==> src/hw/rtl/ardec_pkg.sv <==
// ----------------------------------------------------------------------------
// ardec_pkg
// Types and constants shared by the archive directory decoder.
// ----------------------------------------------------------------------------
package ardec_pkg;

  localparam logic [31:0] MAGIC_ENCRYPTED = 32'h454F_4146;
  localparam logic [31:0] MAGIC_PLAIN     = 32'h0032_5352;
  localparam logic [7:0]  KEY_XOR         = 8'h52;
  localparam logic [1:0]  FIELD_LAST_BYTE = 2'd3;

  typedef enum logic [3:0] {
    PH_MAGIC   = 4'd0,
    PH_HEADER  = 4'd1,
    PH_COUNT   = 4'd2,
    PH_NAMELEN = 4'd3,
    PH_NAME    = 4'd4,
    PH_START   = 4'd5,
    PH_SIZE    = 4'd6,
    PH_CONTENT = 4'd7,
    PH_TRAIL   = 4'd8,
    PH_ERROR   = 4'd9
  } phase_t;

  typedef struct packed {
    phase_t      phase;
    logic [1:0]  byte_in_field;
    logic [31:0] magic_shift;
    logic [7:0]  running_key;
    logic [7:0]  header_key;
    logic        is_encrypted;
    logic [31:0] value_acc;
    logic [31:0] files_remaining;
    logic [31:0] current_entry;
    logic [31:0] name_remaining;
  } dec_state_t;

  localparam dec_state_t STATE_RESET = '0;

  typedef struct packed {
    logic        directory_done;
    logic        archive_error;
    logic        encrypted;
    logic [31:0] field_value;
    logic        value_valid;
    logic [31:0] entry_index;
    phase_t      field_kind;
    logic [7:0]  plain_byte;
  } dec_result_t;

endpackage

==> src/hw/rtl/archive_directory_autokey_decoder_core.sv <==
// ----------------------------------------------------------------------------
// archive_directory_autokey_decoder_core
// Archive directory parser with autokey decryption, one byte per transaction.
// ----------------------------------------------------------------------------
// Takes one archive byte per cycle while in_tready is high and returns exactly
// one tagged result for each. The parse state is updated in the cycle a byte
// is accepted, so bytes may follow back to back with no gaps; each result is
// registered in the output register, or in the one skid entry while the
// output stalls, so input stays ready until the skid entry fills; throughput
// is one transaction per cycle whenever the sink takes results every cycle.
// ----------------------------------------------------------------------------
module archive_directory_autokey_decoder_core
  import ardec_pkg::*;
(
  input  logic        clk,
  input  logic        rst_n,
  input  logic        in_tvalid,
  output logic        in_tready,
  input  logic [7:0]  in_tdata,   // [7:0] data_byte
  input  logic [1:0]  in_tuser,   // [0] operation, [1] first
  output logic        out_tvalid,
  input  logic        out_tready,
  // [7:0] plain_byte, [39:8] entry_index, [40] value_valid,
  // [72:41] field_value, [73] encrypted, [74] archive_error,
  // [75] directory_done, [79:76] zero
  output logic [79:0] out_tdata,
  output logic [3:0]  out_tuser   // [3:0] field_kind
);

  dec_state_t  st_r;
  dec_state_t  st_nxt;
  dec_result_t res;
  dec_result_t out_r;
  dec_result_t skid_r;
  logic        out_valid_r;
  logic        skid_valid_r;
  logic        in_fire;
  logic        out_free;

  ardec_step u_step (
    .st        (st_r),
    .operation (in_tuser[0]),
    .data_byte (in_tdata),
    .first     (in_tuser[1]),
    .st_nxt    (st_nxt),
    .res       (res)
  );

  assign in_tready = !skid_valid_r;
  assign in_fire   = in_tvalid && in_tready;
  assign out_free  = !out_valid_r || out_tready;

  always_ff @(posedge clk) begin
    if (!rst_n) begin
      st_r <= STATE_RESET;
    end else if (in_fire) begin
      st_r <= st_nxt;
    end
  end

  always_ff @(posedge clk) begin
    if (!rst_n) begin
      out_valid_r  <= 1'b0;
      skid_valid_r <= 1'b0;
    end else if (out_free) begin
      if (skid_valid_r) begin
        out_valid_r  <= 1'b1;
        skid_valid_r <= 1'b0;
      end else begin
        out_valid_r <= in_fire;
      end
    end else if (in_fire) begin
      skid_valid_r <= 1'b1;
    end
  end

  always_ff @(posedge clk) begin
    if (out_free) begin
      out_r <= skid_valid_r ? skid_r : res;
    end
    if (!out_free && in_fire) begin
      skid_r <= res;
    end
  end

  assign out_tvalid = out_valid_r;
  assign out_tuser  = out_r.field_kind;
  assign out_tdata  = {4'b0000, out_r.directory_done, out_r.archive_error,
                       out_r.encrypted, out_r.field_value, out_r.value_valid,
                       out_r.entry_index, out_r.plain_byte};

`ifndef SYNTHESIS
  a_skid_behind_out: assert property (@(posedge clk) disable iff (!rst_n)
    skid_valid_r |-> out_valid_r)
    else $error("skid entry held without a result in the output register");

  a_stall_keeps_result: assert property (@(posedge clk) disable iff (!rst_n)
    out_valid_r && !out_tready |=> out_valid_r && $stable(out_r))
    else $error("stalled result changed or dropped");

  a_value_zero: assert property (@(posedge clk) disable iff (!rst_n)
    out_valid_r && !out_r.value_valid |-> out_r.field_value == 32'd0)
    else $error("field value present without value_valid");
`endif

endmodule

==> src/hw/rtl/ardec_step.sv <==
// ----------------------------------------------------------------------------
// ardec_step
// One parse step: next decoder state and the tagged result for one byte.
// ----------------------------------------------------------------------------
module ardec_step
  import ardec_pkg::*;
(
  input  dec_state_t  st,
  input  logic        operation,
  input  logic [7:0]  data_byte,
  input  logic        first,
  output dec_state_t  st_nxt,
  output dec_result_t res
);

  dec_state_t  s;
  logic [7:0]  o;
  logic [7:0]  key;
  phase_t      kind;
  logic [31:0] idx;
  logic [31:0] val;
  logic        valid;
  logic        done;
  logic [31:0] shifted;
  logic [31:0] acc_full;
  logic [31:0] files_dec;
  logic [31:0] name_dec;

  always_comb begin
    s         = (!operation && first) ? STATE_RESET : st;
    st_nxt    = s;
    o         = data_byte;
    kind      = s.phase;
    idx       = '0;
    val       = '0;
    valid     = 1'b0;
    done      = 1'b0;
    key       = s.running_key;
    shifted   = 32'(data_byte) << {s.byte_in_field, 3'b000};
    acc_full  = '0;
    files_dec = s.files_remaining - 32'd1;
    name_dec  = s.name_remaining - 32'd1;

    if (operation) begin
      key  = first ? s.header_key : s.running_key;
      kind = PH_CONTENT;
      st_nxt.running_key = key;
      if (s.is_encrypted) begin
        o = data_byte ^ key;
        st_nxt.running_key = data_byte + key;
      end
    end else begin
      unique case (s.phase)
        PH_MAGIC: begin
          st_nxt.magic_shift = s.magic_shift | shifted;
          if (s.byte_in_field == FIELD_LAST_BYTE) begin
            st_nxt.byte_in_field = '0;
            valid = 1'b1;
            val   = st_nxt.magic_shift;
            if (st_nxt.magic_shift == MAGIC_ENCRYPTED) begin
              st_nxt.is_encrypted = 1'b1;
              st_nxt.phase        = PH_HEADER;
            end else if (st_nxt.magic_shift == MAGIC_PLAIN) begin
              st_nxt.phase = PH_COUNT;
            end else begin
              st_nxt.phase = PH_ERROR;
            end
            st_nxt.value_acc = '0;
          end else begin
            st_nxt.byte_in_field = s.byte_in_field + 2'd1;
          end
        end
        PH_HEADER, PH_COUNT, PH_NAMELEN, PH_START, PH_SIZE: begin
          if (s.phase == PH_HEADER && s.byte_in_field == 2'd0) begin
            key = data_byte ^ KEY_XOR;
            st_nxt.header_key = key;
          end
          st_nxt.running_key = key;
          if (s.phase != PH_HEADER && s.phase != PH_COUNT) begin
            idx = s.current_entry;
          end
          if (s.is_encrypted) begin
            o = data_byte ^ key;
            st_nxt.running_key = data_byte + key;
          end
          acc_full = s.value_acc | (32'(o) << {s.byte_in_field, 3'b000});
          if (s.byte_in_field == FIELD_LAST_BYTE) begin
            st_nxt.byte_in_field = '0;
            st_nxt.value_acc     = '0;
            valid = 1'b1;
            val   = acc_full;
            unique case (s.phase)
              PH_HEADER: st_nxt.phase = PH_COUNT;
              PH_COUNT: begin
                st_nxt.files_remaining = acc_full;
                st_nxt.current_entry   = '0;
                if (acc_full == 32'd0) begin
                  done = 1'b1;
                  st_nxt.phase = PH_TRAIL;
                end else begin
                  st_nxt.phase = PH_NAMELEN;
                end
              end
              PH_NAMELEN: begin
                st_nxt.name_remaining = acc_full;
                st_nxt.phase = (acc_full == 32'd0) ? PH_START : PH_NAME;
              end
              PH_START: st_nxt.phase = PH_SIZE;
              default: begin
                st_nxt.files_remaining = files_dec;
                if (files_dec == 32'd0) begin
                  done = 1'b1;
                  st_nxt.phase = PH_TRAIL;
                end else begin
                  st_nxt.current_entry = s.current_entry + 32'd1;
                  st_nxt.phase = PH_NAMELEN;
                end
              end
            endcase
          end else begin
            st_nxt.byte_in_field = s.byte_in_field + 2'd1;
            st_nxt.value_acc     = acc_full;
          end
        end
        PH_NAME: begin
          idx = s.current_entry;
          if (s.is_encrypted) begin
            o = data_byte ^ s.running_key;
            st_nxt.running_key = data_byte + s.running_key;
          end
          st_nxt.name_remaining = name_dec;
          if (name_dec == 32'd0) begin
            st_nxt.byte_in_field = '0;
            st_nxt.value_acc     = '0;
            st_nxt.phase         = PH_START;
          end
        end
        PH_ERROR: kind = PH_ERROR;
        default: begin
          kind = PH_TRAIL;
          st_nxt.phase = PH_TRAIL;
        end
      endcase
    end
  end

  always_comb begin
    res.plain_byte     = o;
    res.field_kind     = kind;
    res.entry_index    = idx;
    res.value_valid    = valid;
    res.field_value    = val;
    res.encrypted      = st_nxt.is_encrypted;
    res.archive_error  = (st_nxt.phase == PH_ERROR);
    res.directory_done = done;
  end

endmodule
==> config.mk <==
export PLATFORM = sky130hd
export DESIGN_NAME = archive_directory_autokey_decoder_core
export DESIGN_NICKNAME = d
export VERILOG_FILES = /design/src/hw/rtl/ardec_pkg.sv /design/src/hw/rtl/archive_directory_autokey_decoder_core.sv /design/src/hw/rtl/ardec_step.sv
export SDC_FILE = /design/constraint.sdc
export NUM_CORES = 1
export LEC_CHECK = 0
export ABC_CLOCK_PERIOD_IN_PS = 6750
export BUFFER_PORTS_ARGS = -buffer_cell sky130_fd_sc_hd__buf_2
export CAP_MARGIN = 10
export CORE_UTILIZATION = 43
export DETAILED_ROUTE_END_ITERATION = 10
export GPL_TIMING_DRIVEN = 0
export HOLD_SLACK_MARGIN = 0.05
export SYNTH_ARGS = -nofsm -noshare
export SYNTH_HDL_FRONTEND = slang
export SYNTH_HIERARCHICAL = 1
export SYNTH_SLANG_ARGS = --single-unit
==> constraint.sdc <==
create_clock -name clk -period 6.75 [get_ports clk]
set_input_delay 0.3375 -clock clk [delete_from_list [all_inputs] [get_ports clk]]
set_output_delay 0.3375 -clock clk [all_outputs]
set_load 0.005 [all_outputs]
==> summary.md, run 1 <==
| Metric | Value |
|---|---|
| Outcome | `finished, violations left` |
| Failing checks | `capacitance limit` |
| Die Ht | `roughly 230 µm` |
| Pin count of the biggest net entering global routing | `52` |
| Crit path from | `in_tuser[0]` |
| Design Power | `0.005185 W` |
| Vias in the first global route | `21.56k` |
| Top_reg_cell synth | `dfxtp_1` |
| First-pass GRT wire length | `146.9 mm` |
| Hold Path Class | `in2reg` |
| Worst Skew | `roughly 0.036 ns` |
| Worst path required time | `between 7 and 8 ns` |
| Hold buffers post-CTS | `0` |
| Die ar. | `54960 µm²` |
| R2r worst-path depth | `23` |
| # DRC | `0` |
| Worst hold start | `in_tvalid` |
| Mapped Cells | `approximately 2.8k` |
| Seq pwr share | `0.433` |
| Htree depth | `2` |
| Pwr/cell area | `a little under 200 nW/µm²` |
| GPL Wtd Cong | `1.025` |
| R2r endpoint | `out_tdata[74]$_DFFE_PP_` |
| Final setup fails | `0` |
| CTS tree | `built` |
| Sw frac | `0.2599` |
| Slew @ Worst Pin | `1.473 ns` |
| Area growth from synthesis to layout | `12.95%` |
| Hold depth | `3` |
| Reg2reg setup slack | `0.31 ns` |
| CP Launch Type | `input port` |
| Area after DPL | `24710 µm²` |
| Ys Warns | `6` |
| First drt pass iteration count | `8` |
| Comb power frac | `0.105` |
| Share of layout cells above drive strength 1 | `0.1329` |
| Final Cell Area | `26240 µm²` |
| Total number of vias | `~24k` |
| Period utilisation layout | `0.9675` |
| Root Buffer Master | `clkbuf_16` |
| Most Used Layer, Global Route | `met1` |
| Synth Cell Area | `~23000 µm²` |
| Yosys reg bits | `345` |
| Yosys cell types | `93` |
| FFs w/ async S/R, synth | `0` |
| Fill cell count | `5090` |
| Critical path class | `in2reg` |
| Crit. End Element | `flip-flop` |
| Leakage Power | `10.29 nW` |
| Worst flop-to-flop path startpoint | `st_r[177]$_SDFFE_PN0P_` |
| Clock latency at the later pin of the worst-skew pair | `0.60 ns` |
| Max-slew headroom | `0.007710` |
| Sequential area share after synthesis | `0.3662` |
| M1 GR Usage | `0.5245` |
| Worst Path Arrival | `around 7 ns` |
| P_sw | `0.001348 W` |
| Hold Path Sink | `skid_valid_r$_SDFFE_PP0P_` |
| Tmin final | `6.531 ns` |
| Internal power contribution | `0.003838 W` |
| TritonCTS Buffers | `41` |
| Die width | `234.4 µm` |
| Grt total ovfl | `0` |
| Global Route Usage Sum | `0.3635` |
| VDD IR max | `roughly 0.18 mV` |
| Number of routed nets with antenna violations | `0` |
| Syn avg cell area | `roughly 8.3 µm²` |
| Routed len/inst | `between 20 and 30 µm` |
| Avg Vias per Cell | `approximately 6.4` |
| HPWL Detailed | `75.31 mm` |
| CP max FO | `19` |
| Initial antenna violation count | `8` |
| Clock-pin slew on the worst setup and hold paths | `0.06 ns` |
| Starting Density | `0.4386` |
| Clock power frac | `0.462` |
| Final net count | `between 2k and 3k` |
| Reg area | `8508 µm²` |
| Starting DRC count in detailed routing | `2996` |
| Fmax achieved | `0.1531 GHz` |
| Clk sinks | `345` |
| Number of synthesized flops with an enable pin | `160` |
| Max Slew Vio Count | `0` |
| Core footprint | `52970 µm²` |
| Multi-input gate area | `13390 µm²` |
| Bufs on Longest Clock Path | `3` |
| Io pins | `100` |
| Fin. Hold Viols | `0` |
| M2 GR Usage | `0.5055` |
| FP Rows | `84` |
| Drt total wl | `101.0 mm` |
| Port-buffer cells | `92` |
| RSZ-0062 raised after global routing | `false` |
| Max Cap Viol | `1` |
| Met3 Usage GRT | `0.09072` |
## flip-flops by register name (all words and copies together) (netlist names)
name / cells
out_tuser: 4
st_r: 183
skid_r: 80
skid_valid_r: 1
out_tvalid: 1
out_tdata: 76
## final cells by class
cell class,count,area share
diodes,5,0.0004768
plain buffers,246,0.04644
clock buffers,54,0.04286
clock inverters,19,0.01244
inverters,54,0.007724
multi-input cells,2156,0.5102
flip-flops and latches,345,0.3242
well taps,688,0.03280
repair buffers,105,0.02284
## critical path: stages
cell and delay (ns):
clkbuf_2 0.24, nand2b_4 0.20, buf_2 0.32, buf_4 0.40, clkbuf_4 0.35, buf_4 0.31
nand2_1 0.16, ha_1 0.24, nand2_1 0.14, nor4_2 0.09, buf_2 0.20, nand2_1 0.31
o21ai_0 0.20, ha_1 0.33, clkbuf_1 0.25, mux2_2 0.38, a21oi_1 0.19, nand4_1 0.16
a2111oi_0 0.45, buf_2 0.24, a31oi_1 0.18, o21ai_0 0.18, or3b_1 0.36, a2bb2oi_1 0.19
nor4b_4 0.32, mux2_2 0.21
## layout by cell type, fill, tap and decap left out, types with 13 or more instances in the layout
master     instances
a211oi_1          15
a21o_1            13
a21oi_1          167
a221o_1           18
a22o_1            53
a22oi_1           28
a31oi_1           19
and2_1            42
and3_1            22
buf_1             16
buf_2            147
buf_4             25
buf_6             20
clkbuf_1         139
clkbuf_16         41
dfxtp_1          185
edfxtp_1         160
ha_1              28
inv_1             53
mux2_2            89
mux2i_1          199
nand2_1          553
nand3_1           72
nand4_1           33
nor2_1           221
nor3_1            52
nor4_1            41
o211ai_1          20
o21ai_0          147
or3_1             17
or4_1             20
xnor2_1           24
## power by group through the flow
stage               Sequential [W]  Combinational, W  Clock [W]
floorplan                  0.00229          0.000289          0
global placement           0.00229          0.000513          0
detailed placement         0.00229          0.000522          0
CTS                        0.00224          0.000522    0.00243
global route               0.00225          0.000563    0.00251
finish                     0.00224          0.000547    0.00239
## cell families after synthesis
kind of cell,count (synthesis),share of synthesized area
compound gates,618,0.1758
mux,288,0.1289
simple gates,1182,0.2377
other cells,1,0.0001614
fa+ha+maj,31,0.01766
xor+xnor,33,0.01244
buf+inv,305,0.06112
flops,345,0.3662
## worst max path at each step
stage	to	slack [ns]
finish	out_tdata[74]$_DFFE_PP_	0.22
global route	out_tdata[74]$_DFFE_PP_	0.11
floorplan	skid_r[0]$_DFFE_PP_	0.19
global placement	out_tdata[74]$_DFFE_PP_	-3.98
CTS	out_tdata[74]$_DFFE_PP_	0.03
detailed placement	out_tdata[74]$_DFFE_PP_	-3.36
## metal layers
layer  vias up  wire, µm
li1      10453         -
met1     11403     44200
met2      1536     40310
met3       286     11850
met4         6      4616
met5         -        46
## through the flow
| stage | util | hold slack [ns] | std cells | TNS (ns) | worst slack, ns |
|---|---|---|---|---|---|
| detailed placement | 0.4665 | 0.4486 | 3595 | -398.03 | -3.358 |
| CTS | 0.4943 | 0.06368 | 3664 | 0 | 0.03247 |
| global route | 0.4952 | 0.09162 | 3667 | 0 | 0.1112 |
| finish | 0.4954 | 0.09232 | 3672 | 0 | 0.2191 |
| global placement | 0.4638 | 0.4400 | 3586 | -630.48 | -3.976 |
| floorplan | - | 0.4314 | 2806 | 0 | 0.1855 |
## Yosys cell counts, types with 20 or more instances
cell type,number,share of area
nand3_1,72,0.016
a22oi_1,28,0.0090
o21ai_0,151,0.033
a22o_1,53,0.020
mux2_2,89,0.043
nand4_1,33,0.0089
nor3_1,52,0.011
nor2_1,221,0.036
o211ai_1,20,0.0065
edfxtp_1,160,0.21
a21oi_1,168,0.036
or4_1,20,0.0065
clkbuf_1,141,0.023
and3_1,22,0.0059
nor4_1,45,0.012
xnor2_1,24,0.0090
and2_1,42,0.011
buf_2,55,0.012
ha_1,28,0.015
nand2_1,553,0.089
inv_1,53,0.0086
mux2i_1,199,0.086
dfxtp_1,185,0.16
## timing repair
action	4_1_cts	5_1_grt
resized for setup	16	10
setup buffers	0	3
setup endpoints to repair	220	2
(Power assumes the default switching activity.)
==> run 2: changes to the inputs <==
- SYNTH_HIERARCHICAL: 1 -> not set
==> summary.md, run 2 <==
| Metric | Value |
|---|---|
| RSZ-0062 raised after global routing | `false (unchanged)` |
| Final net count | `2575 (was 2994)` |
| Max-slew headroom | `0.1459 (was 0.007710)` |
| Sequential area share after synthesis | `0.4217 (was 0.3662)` |
| Max Cap Viol | `0 (was 1)` |
| Crit path from | `in_tuser[0] (unchanged)` |
| Critical path class | `in2reg (unchanged)` |
| Pin count of the biggest net entering global routing | `65 (was 52)` |
| FP Rows | `79 (was 84)` |
| Total number of vias | `21.10k (was 23.68k)` |
| ANT cells | `0 (was 5)` |
| Fmax achieved | `0.1488 GHz (was 0.1531 GHz)` |
| Root Buffer Master | `clkbuf_16 (unchanged)` |
| Max reg flops | `183 (unchanged)` |
| Top post-synthesis cells by count | `309 x nor2_1, 252 x nand2_1, 185 x dfxtp_1, 181 x a21oi_1, 160 x edfxtp_1 (was 553 x nand2_1, 221 x nor2_1, 199 x mux2i_1, 185 x dfxtp_1, 168 x a21oi_1)` |
| DR top layer | `met5 (unchanged)` |
| Slowest CP cell | `ha_1 (was a2111oi_0)` |
| Die width | `218.6 µm (was 234.4 µm)` |
| Clock latency at the later pin of the worst-skew pair | `0.62 ns (was 0.60 ns)` |
| Tmin final | `6.718 ns (was 6.531 ns)` |
| Routed len/inst | `29.50 µm (was 27.51 µm)` |
| FFs w/ async S/R, synth | `0 (unchanged)` |
| Clock-pin slew on the worst setup and hold paths | `0.06 ns (about the same)` |
| Worst path required time | `7.13 ns (was 7.19 ns)` |
| Grt total ovfl | `0 (unchanged)` |
| Synth Cell Area | `20180 µm² (was 23230 µm²)` |
| Outcome | `completed (was finished, violations left)` |
| Design Power | `0.005287 W (was 0.005185 W)` |
| Ys Warns | `0 (was 6)` |
| Metal2 WL | `38.76 mm (was 40.31 mm)` |
| VDD IR max | `0.1955 mV (was 0.1811 mV)` |
| Post-synth top area share | `0.2381 (was 0.2068)` |
| Io pins | `100 (unchanged)` |
| Die Ht | `218.6 µm (was 234.4 µm)` |
| Leakage Power | `8.575 nW (was 10.29 nW)` |
| Core footprint | `46460 µm² (was 52970 µm²)` |
| Global Route Usage Sum | `0.3857 (was 0.3635)` |
| Hold_ws | `0.1573 ns (was 0.09232 ns)` |
| HPWL Detailed | `68.51 mm (was 75.31 mm)` |
| Htree depth | `2 (unchanged)` |
| Die ar. | `47790 µm² (was 54960 µm²)` |
| Port-buffer cells | `93 (was 92)` |
| Number of routed nets with antenna violations | `0 (unchanged)` |
| Yosys reg bits | `345 (unchanged)` |
| Period utilisation layout | `0.9953 (was 0.9675)` |
| Leading area contributor after synthesis | `edfxtp_1 (unchanged)` |
| Clk sinks | `345 (unchanged)` |
| Worst path max stage delay | `0.57 ns (was 0.45 ns)` |
| Crit. End Element | `flip-flop (unchanged)` |
| Commonest cells after routing, fill and taps aside | `308 x nor2_1, 251 x nand2_1, 185 x dfxtp_1, 179 x a21oi_1, 160 x edfxtp_1 (was 553 x nand2_1, 221 x nor2_1, 199 x mux2i_1, 185 x dfxtp_1, 167 x a21oi_1)` |
| Share of layout cells above drive strength 1 | `0.1221 (was 0.1329)` |
| TNS Setup | `0 ns (unchanged)` |
| # DRC | `0 (unchanged)` |
| Worst Setup EP | `out_tdata[74]$_DFFE_PN_ (was out_tdata[74]$_DFFE_PP_)` |
| Final setup fails | `0 (unchanged)` |
| Reg2reg setup slack | `0.93 ns (was 0.31 ns)` |
| Biggest register | `st_r (unchanged)` |
| Mapped Cells | `2374 (was 2803)` |
| Max Slew Vio Count | `0 (unchanged)` |
| Slew @ Worst Pin | `1.268 ns (was 1.473 ns)` |
| Worst Path Arrival | `7.10 ns (was 6.97 ns)` |
| R2r endpoint | `out_tdata[74]$_DFFE_PN_ (was out_tdata[74]$_DFFE_PP_)` |
| Wl on met1 | `38.88 mm (was 44.20 mm)` |
| Most common cell after layout, fill and taps aside | `nor2_1 (was nand2_1)` |
| Top_reg_cell synth | `dfxtp_1 (unchanged)` |
| Area contributors post-synth | `edfxtp_1 24%, dfxtp_1 18%, nor2_1 5.7% (was edfxtp_1 21%, dfxtp_1 16%, nand2_1 8.9%)` |
| Most common cell on crit path | `buf_4` |
| R2r worst-path depth | `19 (was 23)` |
| Yosys cell types | `95 (was 93)` |
| CP Launch Type | `input port (unchanged)` |
| Area growth from synthesis to layout | `15.25% (was 12.95%)` |
| Starting DRC count in detailed routing | `2710 (was 2996)` |
| Worst Skew | `0.04269 ns (was 0.03557 ns)` |
| Worst flop-to-flop path startpoint | `st_r[177]$_SDFFE_PN0P_ (unchanged)` |
| Pwr/cell area | `227.4 nW/µm² (was 197.6 nW/µm²)` |
| Most frequent cell after synthesis | `nor2_1 (was nand2_1)` |
| TritonCTS Buffers | `42 (was 41)` |
| First drt pass iteration count | `6 (was 8)` |
| Starting Density | `0.4343 (was 0.4386)` |
| GPL Wtd Cong | `0.9782 (was 1.025)` |
| Syn avg cell area | `8.499 µm² (was 8.289 µm²)` |
| CP max FO | `19 (unchanged)` |
| Number of synthesized flops with an enable pin | `160 (unchanged)` |
| Avg Vias per Cell | `6.653 (was 6.450)` |
| Metal3 WL | `10.10 mm (was 11.85 mm)` |
| CTS tree | `built (unchanged)` |
| Vias in the first global route | `19.43k (was 21.56k)` |
| Initial antenna violation count | `1 (was 8)` |
| Drt total wl | `93.56 mm (was 101.0 mm)` |
| Fin. Hold Viols | `0 (unchanged)` |
| Bufs on Longest Clock Path | `3 (unchanged)` |
| Hold Path Class | `in2reg (unchanged)` |
| First-pass GRT wire length | `133.8 mm (was 146.9 mm)` |
## run 2: cell types whose count changed after synthesis, sizes merged, moves of 14 or more
| cell | before | now |
|---|---|---|
| nand2 | 554 | 253 |
| a22o | 53 | 19 |
| mux2i | 199 | 12 |
| or3 | 17 | 34 |
| xor2 | 9 | 23 |
| a221o | 18 | 2 |
| mux2 | 89 | 56 |
| a22oi | 28 | 76 |
| o22ai | 8 | 22 |
| clkbuf | 141 | 159 |
| o31ai | 12 | 40 |
| buf | 110 | 37 |
| nor2 | 221 | 309 |
| nand3 | 72 | 56 |
## run 2: through the flow
| step | setup WS (ns) | instance area [µm²] | instances | utilization |
|---|---|---|---|---|
| floorplan | 0.4021 | 20190 | 2377 | - |
| global placement | -5.262 | 21410 | 3077 | 0.4609 |
| detailed placement | -5.082 | 21630 | 3093 | 0.4657 |
| CTS | 0.05531 | 23200 | 3169 | 0.4994 |
| global route | 0.1299 | 23250 | 3171 | 0.5005 |
| finish | 0.03164 | 23250 | 3171 | 0.5005 |
## run 2: cell families after synthesis
| kind of cell | share of synthesized area |
|---|---|
| xor+xnor | 0.02171 |
| compound gates | 0.2298 |
| mux | 0.03721 |
| fa+ha+maj | 0.02034 |
| other cells | 0.0001859 |
| simple gates | 0.2216 |
| flops | 0.4217 |
| buf+inv | 0.04750 |
## run 2: repair_timing
| action | CTS | global route |
|---|---|---|
| hold buffers | 0 | 0 |
| resized for setup | 34 | 10 |
| setup buffers | 2 | 1 |
| setup endpoints to repair | 239 | 26 |
| pin swaps | 2 | 3 |
| cloned | 0 | 1 |
## run 2: layout make-up
| cell class | count | area [µm²] |
|---|---|---|
| clock buffers | 61 | 1222 |
| clock inverters | 17 | 236.5 |
| well taps | 607 | 759.5 |
| repair buffers | 113 | 675.6 |
| inverters | 45 | 168.9 |
| fillers | 4509 | 23200 |
| plain buffers | 191 | 817.0 |
| flip-flops and latches | 345 | 8508 |
| multi-input cells | 1792 | 10860 |
## run 2: critical path: cells and delay by family
family | cells | cell delay [ns]
multiplexers | 2 | 0.57
AND/OR/NAND/NOR | 8 | 1.61
AO/OA/AOI/OAI | 4 | 1.16
adder cells (fa/ha/maj) | 2 | 0.81
buffers and inverters | 9 | 2.54
## run 2: worst min-delay path by stage
stage                                 startpoint  slack [ns]  cells after the start                         to
after global routing                   in_tvalid        0.19                      3  skid_valid_r$_SDFFE_PP0P_
after detailed placement  st_r[141]$_SDFFE_PN0P_        0.46                      2     st_r[141]$_SDFFE_PN0P_
final                                  in_tvalid        0.16                      3  skid_valid_r$_SDFFE_PP0P_
after CTS                              in_tvalid        0.12                      3  skid_valid_r$_SDFFE_PP0P_
after floorplan           st_r[101]$_SDFFE_PN0P_        0.44                      2     st_r[101]$_SDFFE_PN0P_
after global placement    st_r[141]$_SDFFE_PN0P_        0.44                      2     st_r[141]$_SDFFE_PN0P_
## run 2: routing by layer
| layer | GRT usage | vias to the layer above |
|---|---|---|
| met1 | 0.5217 | 10238 |
| met3 | 0.08935 | 334 |
| met5 | 0 | - |
| li1 | - | 9119 |
| met2 | 0.5569 | 1405 |
| met4 | 0.2289 | 2 |
## run 2: report_power, final
group | leakage (nW) | internal, W | switching [W]
sequential | 3.09 | 0.00223 | 0.0000195
clock | 0.702 | 0.00142 | 0.000991
combinational | 4.79 | 0.000170 | 0.000449
